**src/hw/rtl/mstb_pkg.sv**
```systemverilog
`default_nettype none

package mstb_pkg;

    // Field widths of one input beat and one result beat.
    localparam int unsigned OP_W    = 2;
    localparam int unsigned COUNT_W = 32;
    localparam int unsigned PRE_W   = 8;

    // Configuration port.
    localparam int unsigned CFG_IDX_W  = 2;
    localparam int unsigned CFG_DATA_W = 8;

    typedef logic [OP_W-1:0]       t_op;
    typedef logic [COUNT_W-1:0]    t_count;
    typedef logic [PRE_W-1:0]      t_pre;
    typedef logic [CFG_IDX_W-1:0]  t_cfg_idx;
    typedef logic [CFG_DATA_W-1:0] t_cfg_data;

    // Operation codes carried in the op field.
    localparam t_op OP_TICK         = 2'd0;
    localparam t_op OP_SET_DEADLINE = 2'd1;
    localparam t_op OP_POLL         = 2'd2;

    // Configuration register indexes.
    localparam t_cfg_idx CFG_SLOW_PERIOD = 2'd0;
    localparam t_cfg_idx CFG_NOISE_PHASE = 2'd1;

    // Reset values.
    localparam t_pre   SLOW_PERIOD_RST = 8'd50;
    localparam t_pre   NOISE_PHASE_RST = 8'd25;
    localparam t_count DEADLINE_OFF    = 32'hFFFF_FFFF;

endpackage

`default_nettype wire

```
**src/hw/rtl/mstb_in_if.sv**
```systemverilog
`default_nettype none

interface mstb_in_if;
    import mstb_pkg::*;

    logic   valid;
    logic   ready;
    t_op    op;
    t_count delay_ms;

    modport source (output valid, output op, output delay_ms, input ready);
    modport sink   (input valid, input op, input delay_ms, output ready);
endinterface

`default_nettype wire

```
**src/hw/rtl/mstb_out_if.sv**
```systemverilog
`default_nettype none

interface mstb_out_if;
    import mstb_pkg::*;

    logic   valid;
    logic   ready;
    t_count ms_count;
    logic   slow_flag_seen;
    logic   deadline_hit;
    logic   noise_start;

    modport source (
        output valid, output ms_count, output slow_flag_seen,
        output deadline_hit, output noise_start, input ready
    );
    modport sink (
        input valid, input ms_count, input slow_flag_seen,
        input deadline_hit, input noise_start, output ready
    );
endinterface

`default_nettype wire

```
**src/hw/rtl/ms_timebase_with_deadline.sv**
```systemverilog
`default_nettype none

// Millisecond timebase with a slow-flag prescaler and a deadline compare.
//
// Input channel i_in carries one beat per operation: a tick advances the
// 32-bit count and the 8-bit prescaler, a set-deadline beat arms the deadline
// at count plus delay_ms (zero disarms it), and a poll beat reports and clears
// the sticky slow flag. Every input beat yields exactly one result beat on
// o_out, carrying the count after the operation and three flag bits.
//
// The result of a beat accepted at one clock edge is presented on o_out
// right after that edge. Throughput is one beat per cycle while the receiver
// takes results; all state is updated by a single increment, a decrement,
// an add and one 32-bit compare between the state registers and the result register.
//
// When the receiver stalls, the result register holds its beat and i_in.ready
// drops only while that register is full and not being taken, so a new beat
// enters in the same cycle in which the previous result leaves.
// The synchronous active-low reset clears the count and the slow flag, disarms
// the deadline, reloads the prescaler with 50 and restores both registers.

module ms_timebase_with_deadline (
    input  wire                  i_clk,
    input  wire                  i_rst_n,
    input  wire                  i_cfg_we,
    input  mstb_pkg::t_cfg_idx   i_cfg_idx,
    input  mstb_pkg::t_cfg_data  i_cfg_data,
    mstb_in_if.sink              i_in,
    mstb_out_if.source           o_out
);
    import mstb_pkg::*;

    // Configuration registers. A write takes effect at its edge; an index
    // past the last register is ignored.
    t_pre   r_slow_period;
    t_pre   r_noise_phase;

    // Timebase state.
    t_count r_tick_count, n_tick_count;
    t_pre   r_prescale,   n_prescale;
    logic   r_slow_flag,  n_slow_flag;
    t_count r_deadline,   n_deadline;

    // Result register.
    logic   r_out_valid,  n_out_valid;
    t_count r_ms_count,   n_ms_count;
    logic   r_seen,       n_seen;
    logic   r_hit,        n_hit;
    logic   r_noise,      n_noise;

    logic   accept;
    t_count count_inc;
    t_pre   pre_dec;
    t_pre   pre_next;

    // The result stage frees up whenever its beat is taken.
    assign i_in.ready = !r_out_valid || o_out.ready;
    assign accept     = i_in.valid && i_in.ready;

    assign count_inc = r_tick_count + t_count'(1);
    assign pre_dec   = r_prescale - t_pre'(1);
    // On reaching zero the prescaler reloads the period in the same tick.
    assign pre_next  = (pre_dec == '0) ? r_slow_period : pre_dec;

    always_comb begin
        n_tick_count = r_tick_count;
        n_prescale   = r_prescale;
        n_slow_flag  = r_slow_flag;
        n_deadline   = r_deadline;
        n_out_valid  = r_out_valid;
        n_ms_count   = r_ms_count;
        n_seen       = r_seen;
        n_hit        = r_hit;
        n_noise      = r_noise;

        if (o_out.ready) begin
            n_out_valid = 1'b0;
        end

        if (accept) begin
            n_out_valid = 1'b1;
            n_ms_count  = r_tick_count;
            n_seen      = 1'b0;
            n_hit       = 1'b0;
            n_noise     = 1'b0;
            case (i_in.op)
                OP_TICK: begin
                    n_tick_count = count_inc;
                    n_prescale   = pre_next;
                    if (pre_dec == '0) begin
                        n_slow_flag = 1'b1;
                    end
                    n_ms_count = count_inc;
                    // Plain unsigned compare, so an all-ones deadline still
                    // hits when the count itself is all ones.
                    n_hit      = (count_inc >= r_deadline);
                    n_noise    = (pre_next == r_noise_phase);
                end
                OP_SET_DEADLINE: begin
                    if (i_in.delay_ms != '0) begin
                        n_deadline = r_tick_count + i_in.delay_ms;
                    end else begin
                        n_deadline = DEADLINE_OFF;
                    end
                end
                OP_POLL: begin
                    n_seen      = r_slow_flag;
                    n_slow_flag = 1'b0;
                end
                default: begin
                    // Unused code: state is left alone, flags stay low.
                end
            endcase
        end
    end

    always_ff @(posedge i_clk) begin
        if (!i_rst_n) begin
            r_slow_period <= SLOW_PERIOD_RST;
            r_noise_phase <= NOISE_PHASE_RST;
            r_tick_count  <= '0;
            r_prescale    <= SLOW_PERIOD_RST;
            r_slow_flag   <= 1'b0;
            r_deadline    <= DEADLINE_OFF;
            r_out_valid   <= 1'b0;
        end else begin
            if (i_cfg_we) begin
                case (i_cfg_idx)
                    CFG_SLOW_PERIOD: r_slow_period <= i_cfg_data;
                    CFG_NOISE_PHASE: r_noise_phase <= i_cfg_data;
                    default: begin
                    end
                endcase
            end
            r_tick_count <= n_tick_count;
            r_prescale   <= n_prescale;
            r_slow_flag  <= n_slow_flag;
            r_deadline   <= n_deadline;
            r_out_valid  <= n_out_valid;
        end
    end

    // Result payload carries no reset.
    always_ff @(posedge i_clk) begin
        r_ms_count <= n_ms_count;
        r_seen     <= n_seen;
        r_hit      <= n_hit;
        r_noise    <= n_noise;
    end

    assign o_out.valid          = r_out_valid;
    assign o_out.ms_count       = r_ms_count;
    assign o_out.slow_flag_seen = r_seen;
    assign o_out.deadline_hit   = r_hit;
    assign o_out.noise_start    = r_noise;

endmodule

`default_nettype wire

```
**src/flat_wrapper.sv**
```systemverilog
// flat-port wrapper written by rule: the top's interface ports become plain ports
module ms_timebase_with_deadline_flat import mstb_pkg::*;
  (i_clk, i_rst_n, i_cfg_we, i_cfg_idx, i_cfg_data, i_in_valid, i_in_op, i_in_delay_ms, i_in_ready, o_out_valid, o_out_ms_count, o_out_slow_flag_seen, o_out_deadline_hit, o_out_noise_start, o_out_ready);
  mstb_in_if i_in_i ();
  mstb_out_if o_out_i ();
  input  wire i_clk;
  input  wire i_rst_n;
  input  wire i_cfg_we;
  input  mstb_pkg::t_cfg_idx i_cfg_idx;
  input  mstb_pkg::t_cfg_data i_cfg_data;
  input wire logic [$bits(i_in_i.valid)-1:0] i_in_valid;
  input wire logic [$bits(i_in_i.op)-1:0] i_in_op;
  input wire logic [$bits(i_in_i.delay_ms)-1:0] i_in_delay_ms;
  output wire logic [$bits(i_in_i.ready)-1:0] i_in_ready;
  output wire logic [$bits(o_out_i.valid)-1:0] o_out_valid;
  output wire logic [$bits(o_out_i.ms_count)-1:0] o_out_ms_count;
  output wire logic [$bits(o_out_i.slow_flag_seen)-1:0] o_out_slow_flag_seen;
  output wire logic [$bits(o_out_i.deadline_hit)-1:0] o_out_deadline_hit;
  output wire logic [$bits(o_out_i.noise_start)-1:0] o_out_noise_start;
  input wire logic [$bits(o_out_i.ready)-1:0] o_out_ready;
  assign i_in_i.valid = i_in_valid;
  assign i_in_i.op = i_in_op;
  assign i_in_i.delay_ms = i_in_delay_ms;
  assign i_in_ready = i_in_i.ready;
  assign o_out_valid = o_out_i.valid;
  assign o_out_ms_count = o_out_i.ms_count;
  assign o_out_slow_flag_seen = o_out_i.slow_flag_seen;
  assign o_out_deadline_hit = o_out_i.deadline_hit;
  assign o_out_noise_start = o_out_i.noise_start;
  assign o_out_i.ready = o_out_ready;
  ms_timebase_with_deadline u_core (.i_clk(i_clk), .i_rst_n(i_rst_n), .i_cfg_we(i_cfg_we), .i_cfg_idx(i_cfg_idx), .i_cfg_data(i_cfg_data), .i_in(i_in_i), .o_out(o_out_i));
endmodule
```
**config.mk**
```make
export PLATFORM = sky130hd
export DESIGN_NAME = ms_timebase_with_deadline_flat
export DESIGN_NICKNAME = d
export VERILOG_FILES = /design/src/hw/rtl/mstb_pkg.sv /design/src/hw/rtl/mstb_in_if.sv /design/src/hw/rtl/mstb_out_if.sv /design/src/hw/rtl/ms_timebase_with_deadline.sv /design/src/flat_wrapper.sv
export SDC_FILE = /design/constraint.sdc
export NUM_CORES = 1
export LEC_CHECK = 0
export BUFFER_PORTS_ARGS = -buffer_cell sky130_fd_sc_hd__buf_2
export CAP_MARGIN = 15
export CORE_MARGIN = 4
export CORE_UTILIZATION = 40
export DETAILED_ROUTE_END_ITERATION = 10
export SLEW_MARGIN = 15
export SYNTH_ARGS = -nofsm -noshare
export SYNTH_HDL_FRONTEND = slang
export SYNTH_SLANG_ARGS = --single-unit
```
**constraint.sdc**
```tcl
create_clock -name i_clk -period 7.4 [get_ports i_clk]
set_clock_uncertainty 0.05 [all_clocks]
set_input_delay 1.48 -clock i_clk [delete_from_list [all_inputs] [get_ports i_clk]]
set_output_delay 1.48 -clock i_clk [all_outputs]
set_load 0.03 [all_outputs]
```
* Word-level counts from Yosys, hierarchy flattened
Cells that the tools add are included.
** Cells by class
- Add/subtract/negate cells :: 3
- Magnitude comparators :: 1
- Equality and inequality tests :: 5
- Multiplexer cells :: 7
- Reduce and logical (&&, ||, !) cells :: 14
** Operators with widths (number)
- 2-to-1 mux 32 bit :: 2
- adder 32 x 1 -> 32 bit (second input constant) :: 1
- adder 32 bit :: 1
- >= comparator 32 bit :: 1
- nonzero test 32 bit :: 1
- equality test 8 bit :: 1
- zero test 8 bit :: 1
- 2-to-1 mux 8 bit :: 1
- AND reduction 2 bit :: 4
- subtractor 8 x 1 -> 8 bit (second input constant) :: 1
- equality test 2 x 1 -> 1 bit (second input constant) :: 2
- zero test 2 bit :: 2
- nonzero test 2 bit :: 2
- 2-to-1 mux 1 bit :: 3
- AND reduction 3 bit :: 1
- equality test 2 bit (second input constant) :: 1
- != test 2 x 1 -> 1 bit (second input constant) :: 1
- case mux 1 bit (2 select lines) :: 1
- logical AND 1 bit :: 1
- zero test 1 bit :: 1
- logical OR 1 bit :: 1
** Word-level totals
- Register bits after elaboration :: 125
- Input bits :: 49
- Word-level logic and storage cells :: 41

* Longest topological paths before layout
- Depth in word-level cells :: 4
- Gate-level depth with buffers :: 16
- Depth with buffers taken out :: 15

* Worst setup path after synthesis
OpenSTA, ideal clock, no wires.
- Kind :: in2reg
- Start :: in o_out_ready
- End :: reg u_core.r_tick_count[8]
- Setup time :: 70 ps
- Arrival :: 3685 ps
- Required time :: 7280 ps
- Slack :: 3595 ps
- Stages :: 7
- Cell sequence :: nand2b_1 > nand2_1 > inv_1 > nand2_1 > clkbuf_1 > or3_1 > a21oi_1
** Between the ends
- Longest elaborated chain between the ends :: 2
** Ends and longest elaborated chain
- from (decl) :: RTL line flat_wrapper.sv:20 : input wire logic [$bits(o_out_i.ready)-1:0] o_out_ready;
- logical OR 1 bit :: RTL line ms_timebase_with_deadline.sv:57 : assign i_in.ready = !r_out_valid || o_out.ready;
- logical AND 1 bit :: RTL line ms_timebase_with_deadline.sv:58 : assign accept = i_in.valid && i_in.ready;
- named net u_core.accept :: RTL line ms_timebase_with_deadline.sv:51 : logic accept;
- to (signal assigned) :: RTL line ms_timebase_with_deadline.sv:135 : r_tick_count <= n_tick_count;
- to (decl) :: RTL line ms_timebase_with_deadline.sv:39 : t_count r_tick_count, n_tick_count;
The timed path passes the listed nets, and every way through them passes these cells.
A chain may end at the register's enable or synchronous reset.

* Worst setup path in the final report
- Start :: in o_out_ready
- End :: reg u_core.r_deadline[21]
** Between the ends
- Longest elaborated chain between the ends :: 3
** Ends and longest elaborated chain
- logical OR 1 bit :: RTL line ms_timebase_with_deadline.sv:57
- logical AND 1 bit :: RTL line ms_timebase_with_deadline.sv:58
- AND reduction 2 bit (no source line)
- to (signal assigned) :: RTL line ms_timebase_with_deadline.sv:138 : r_deadline <= n_deadline;
- to (decl) :: RTL line ms_timebase_with_deadline.sv:42 : t_count r_deadline, n_deadline;
Every way passes these cells.

==> results.toml <==
[setup_path]
crit_path_start = "o_out_ready"
cp_num_cells = 8
reg2reg_depth = 14
max_stage_delay_ns = 0.81
path_delay_family = "simple AND/OR/NAND/NOR gates"
end_kind = "flip-flop"
crit_fanout = 17
r2r_setup_slack_ns = 3.42
crit_arrival_ns = 4.33
path_class = "input port to flip-flop"
start_kind = "input port"
r2r_start = "u_core.r_tick_count[0]"
worstPathRequired_ns = 7.65
worstPathCellList = "buf_2, nand2b_1, nor4b_4, o21ai_1, or2_0, or3_1, o31ai_1, nor2_1"
cp.buffers_inverters = 1
cp_slowest_cell = "nor4b_4"

[clock_network]
clock_sinks = 125
cts_buffer_depth = 2
clk_latency_ns = 0.41
numCtsBuffers = 17
cts_resized = 0
cts_hold_buf = 0
post_cts_buffers = 0
path_clk_slew_ns = 0.05
cts-root-buf = "clkbuf_16"
cts_tree = "yes"
htreeDepth = 4

[placement]
dpl.cell_count = 1284
dp_hpwl_um = 15870
dpl-instance-area_um2 = 8921
port_buffers = 85
gp_congestion = 0.8731

[sta]
max_slew_margin_pct = 30.13
setup_tns_ns = 0
max_freq_mhz = 245.0
finalCriticalPeriod_ns = 4.082
maxSlewViolCount = 0
final-hold-violation-count = 0
rsz0062_at_grt = "no"
worst_pin_slew_ns = 1.041
setup_viol = 0
period_share_pct = 55.16

[logic_synthesis]
synth_seq_area_share_pct = 34.19
ys.warnings.count = 0
syn-instance-count = 972
netlist_area_um2 = 8343
synth_nets = 1088
ys_seq_elements = 125
syn_area_per_cell_um2 = 8.583
synth.distinct_cells = 67
synth_edf_count = 35
ys.flop_type = "dfxtp_1"
ys_async_sr_fraction_pct = 0

[die]
dieHeight_um = 152.4
dieArea_um2 = 23230
pin_count = 86
start_util_pct = 40.97
die_x_um = 152.4
core_area_um2 = 20360
rows = 52

[grt]
met2_usage_pct = 32.30
grt_pass1_vias = 6943
grt_antenna_before_repair = 0
grt_pass1_wl_um = 34500
grt_use_met1_pct = 22.60
grt_usage_pct = 18.08
gr-total-overflow = 0
gr-usage-met3_pct = 3.834
busiest_layer = "met2"
grt_max_degree = 50

[cells_and_area]
regArea_um2 = 2853
instances_no_fill = 1316
drive_gt1_share_pct = 13.19
fillers = 2000
diodes = 0
multiInputGateArea_um2 = 5074
stdcell_area_um2 = 9440
final_cell_mix = "nor2_1, nand2_1, dfxtp_1"
nNetsFinal = 1149
syn_to_final_growth_pct = 13.15

[worst_hold_path]
hp-class = "flip-flop to flip-flop"
hold_depth = 1
hp-start = "u_core.r_deadline[19]"

[pwr]
power_density_nw_per_um2 = 171.6
leakagePower_nw = 4.412
ir_worst_vdd_uv = 148.0

[routing]
drt_wl_total_um = 21170
ant_nets = 0
wl_per_cell_um = 16.09
drc = 0
drt_first_iter_violations = 353
drt-vias-per-instance = 5.280
first_pass_iters = 4
vias = 6948

[status]
status = "finished clean"

[run]
maxCapViolCount = 0
-- routing by layer --
layer | share of wire (%) | up-vias
met2 | 50 | 106
met3 | 3.1 | 20
met4 | 1.3 | 0
met1 | 46 | 3280
li1 | - | 3542
met5 | 0 | -
-- metrics by stage --
step	total power, mW	util (%)	hold WS (ns)	worst slack (ns)
after floorplan	0.8510	-	0.3907	3.595
after global placement	0.9031	43.81	0.4069	2.722
final	1.620	46.36	0.4243	3.318
after detailed placement	0.9040	43.81	0.4124	2.631
after global routing	1.686	46.36	0.4560	3.073
after CTS	1.636	46.33	0.4246	3.052
-- logic make-up after synthesis --
kind of cell	synth area share (%)
multiplexers	2.160
adder cells (fa/ha/maj)	10.14
XOR/XNOR	12.60
flip-flops	34.19
AO/OA/AOI/OAI	16.06
buffers and inverters	5.054
AND/OR/NAND/NOR	19.80
-- worst paths after layout --
kind | end
min | u_core.r_deadline[19]
max reg2reg | u_core.o_out.deadline_hit
max | u_core.r_deadline[21]
min reg2reg | u_core.r_deadline[19]
-- sequential cells by signal (all words and copies together), names as in the netlist --
register / count
u_core.o_out.deadline_hit: 1
u_core.o_out.ms_count: 32
u_core.o_out.noise_start: 1
u_core.o_out.slow_flag_seen: 1
u_core.o_out.valid: 1
u_core.r_deadline: 32
u_core.r_noise_phase: 8
u_core.r_prescale: 8
u_core.r_slow_flag: 1
u_core.r_slow_period: 8
u_core.r_tick_count: 32
-- worst register-to-register path, stage by stage (launching register included) --
cell and delay [ns]:
dfxtp_1 0.48, ha_1 0.28, and3_1 0.34, nand4_4 0.21, nor4_4 0.45, and2_1 0.35
nand2_1 0.11, xnor2_1 0.16, ha_1 0.20, a21o_1 0.18, a21o_1 0.17, a21oi_1 0.14
nand2_1 0.11, a211oi_1 0.38, nor3_1 0.10
-- synthesized netlist by cell type (11+ instances only) --
cell type,number,area [um^2]
a21o_1,27,202.7
a21oi_1,75,375.4
and3_1,12,75.07
clkbuf_1,33,123.9
dfxtp_1,90,1802
edfxtp_1,35,1051
ha_1,66,825.8
inv_1,51,191.4
mux2i_1,18,180.2
nand2_1,96,360.4
nand3_1,25,125.1
nand4_1,13,81.33
nor2_1,96,360.4
nor3_1,12,60.06
nor4_1,11,68.82
o21ai_0,41,205.2
o22ai_1,15,93.84
or3_1,20,125.1
xnor2_1,67,586.8
xor2_1,53,464.2
-- where the power goes --
part / switching [mW] / internal, mW / leakage [nW]
Clock: 0.290 / 0.441 / 0.259
Combinational: 0.102 / 0.0534 / 3.07
Sequential: 0.0102 / 0.724 / 1.08
-- cell type report --
type | instances | area share, %
sequential | 125 | 30.22
clock buffer | 24 | 4.997
tap | 270 | 3.579
clock inverter | 8 | 0.4506
inverter | 53 | 2.107
timing repair buffer | 90 | 4.904
multi-input combinational | 746 | 53.74
No activity file was read; power rests on OpenSTA's default activity.
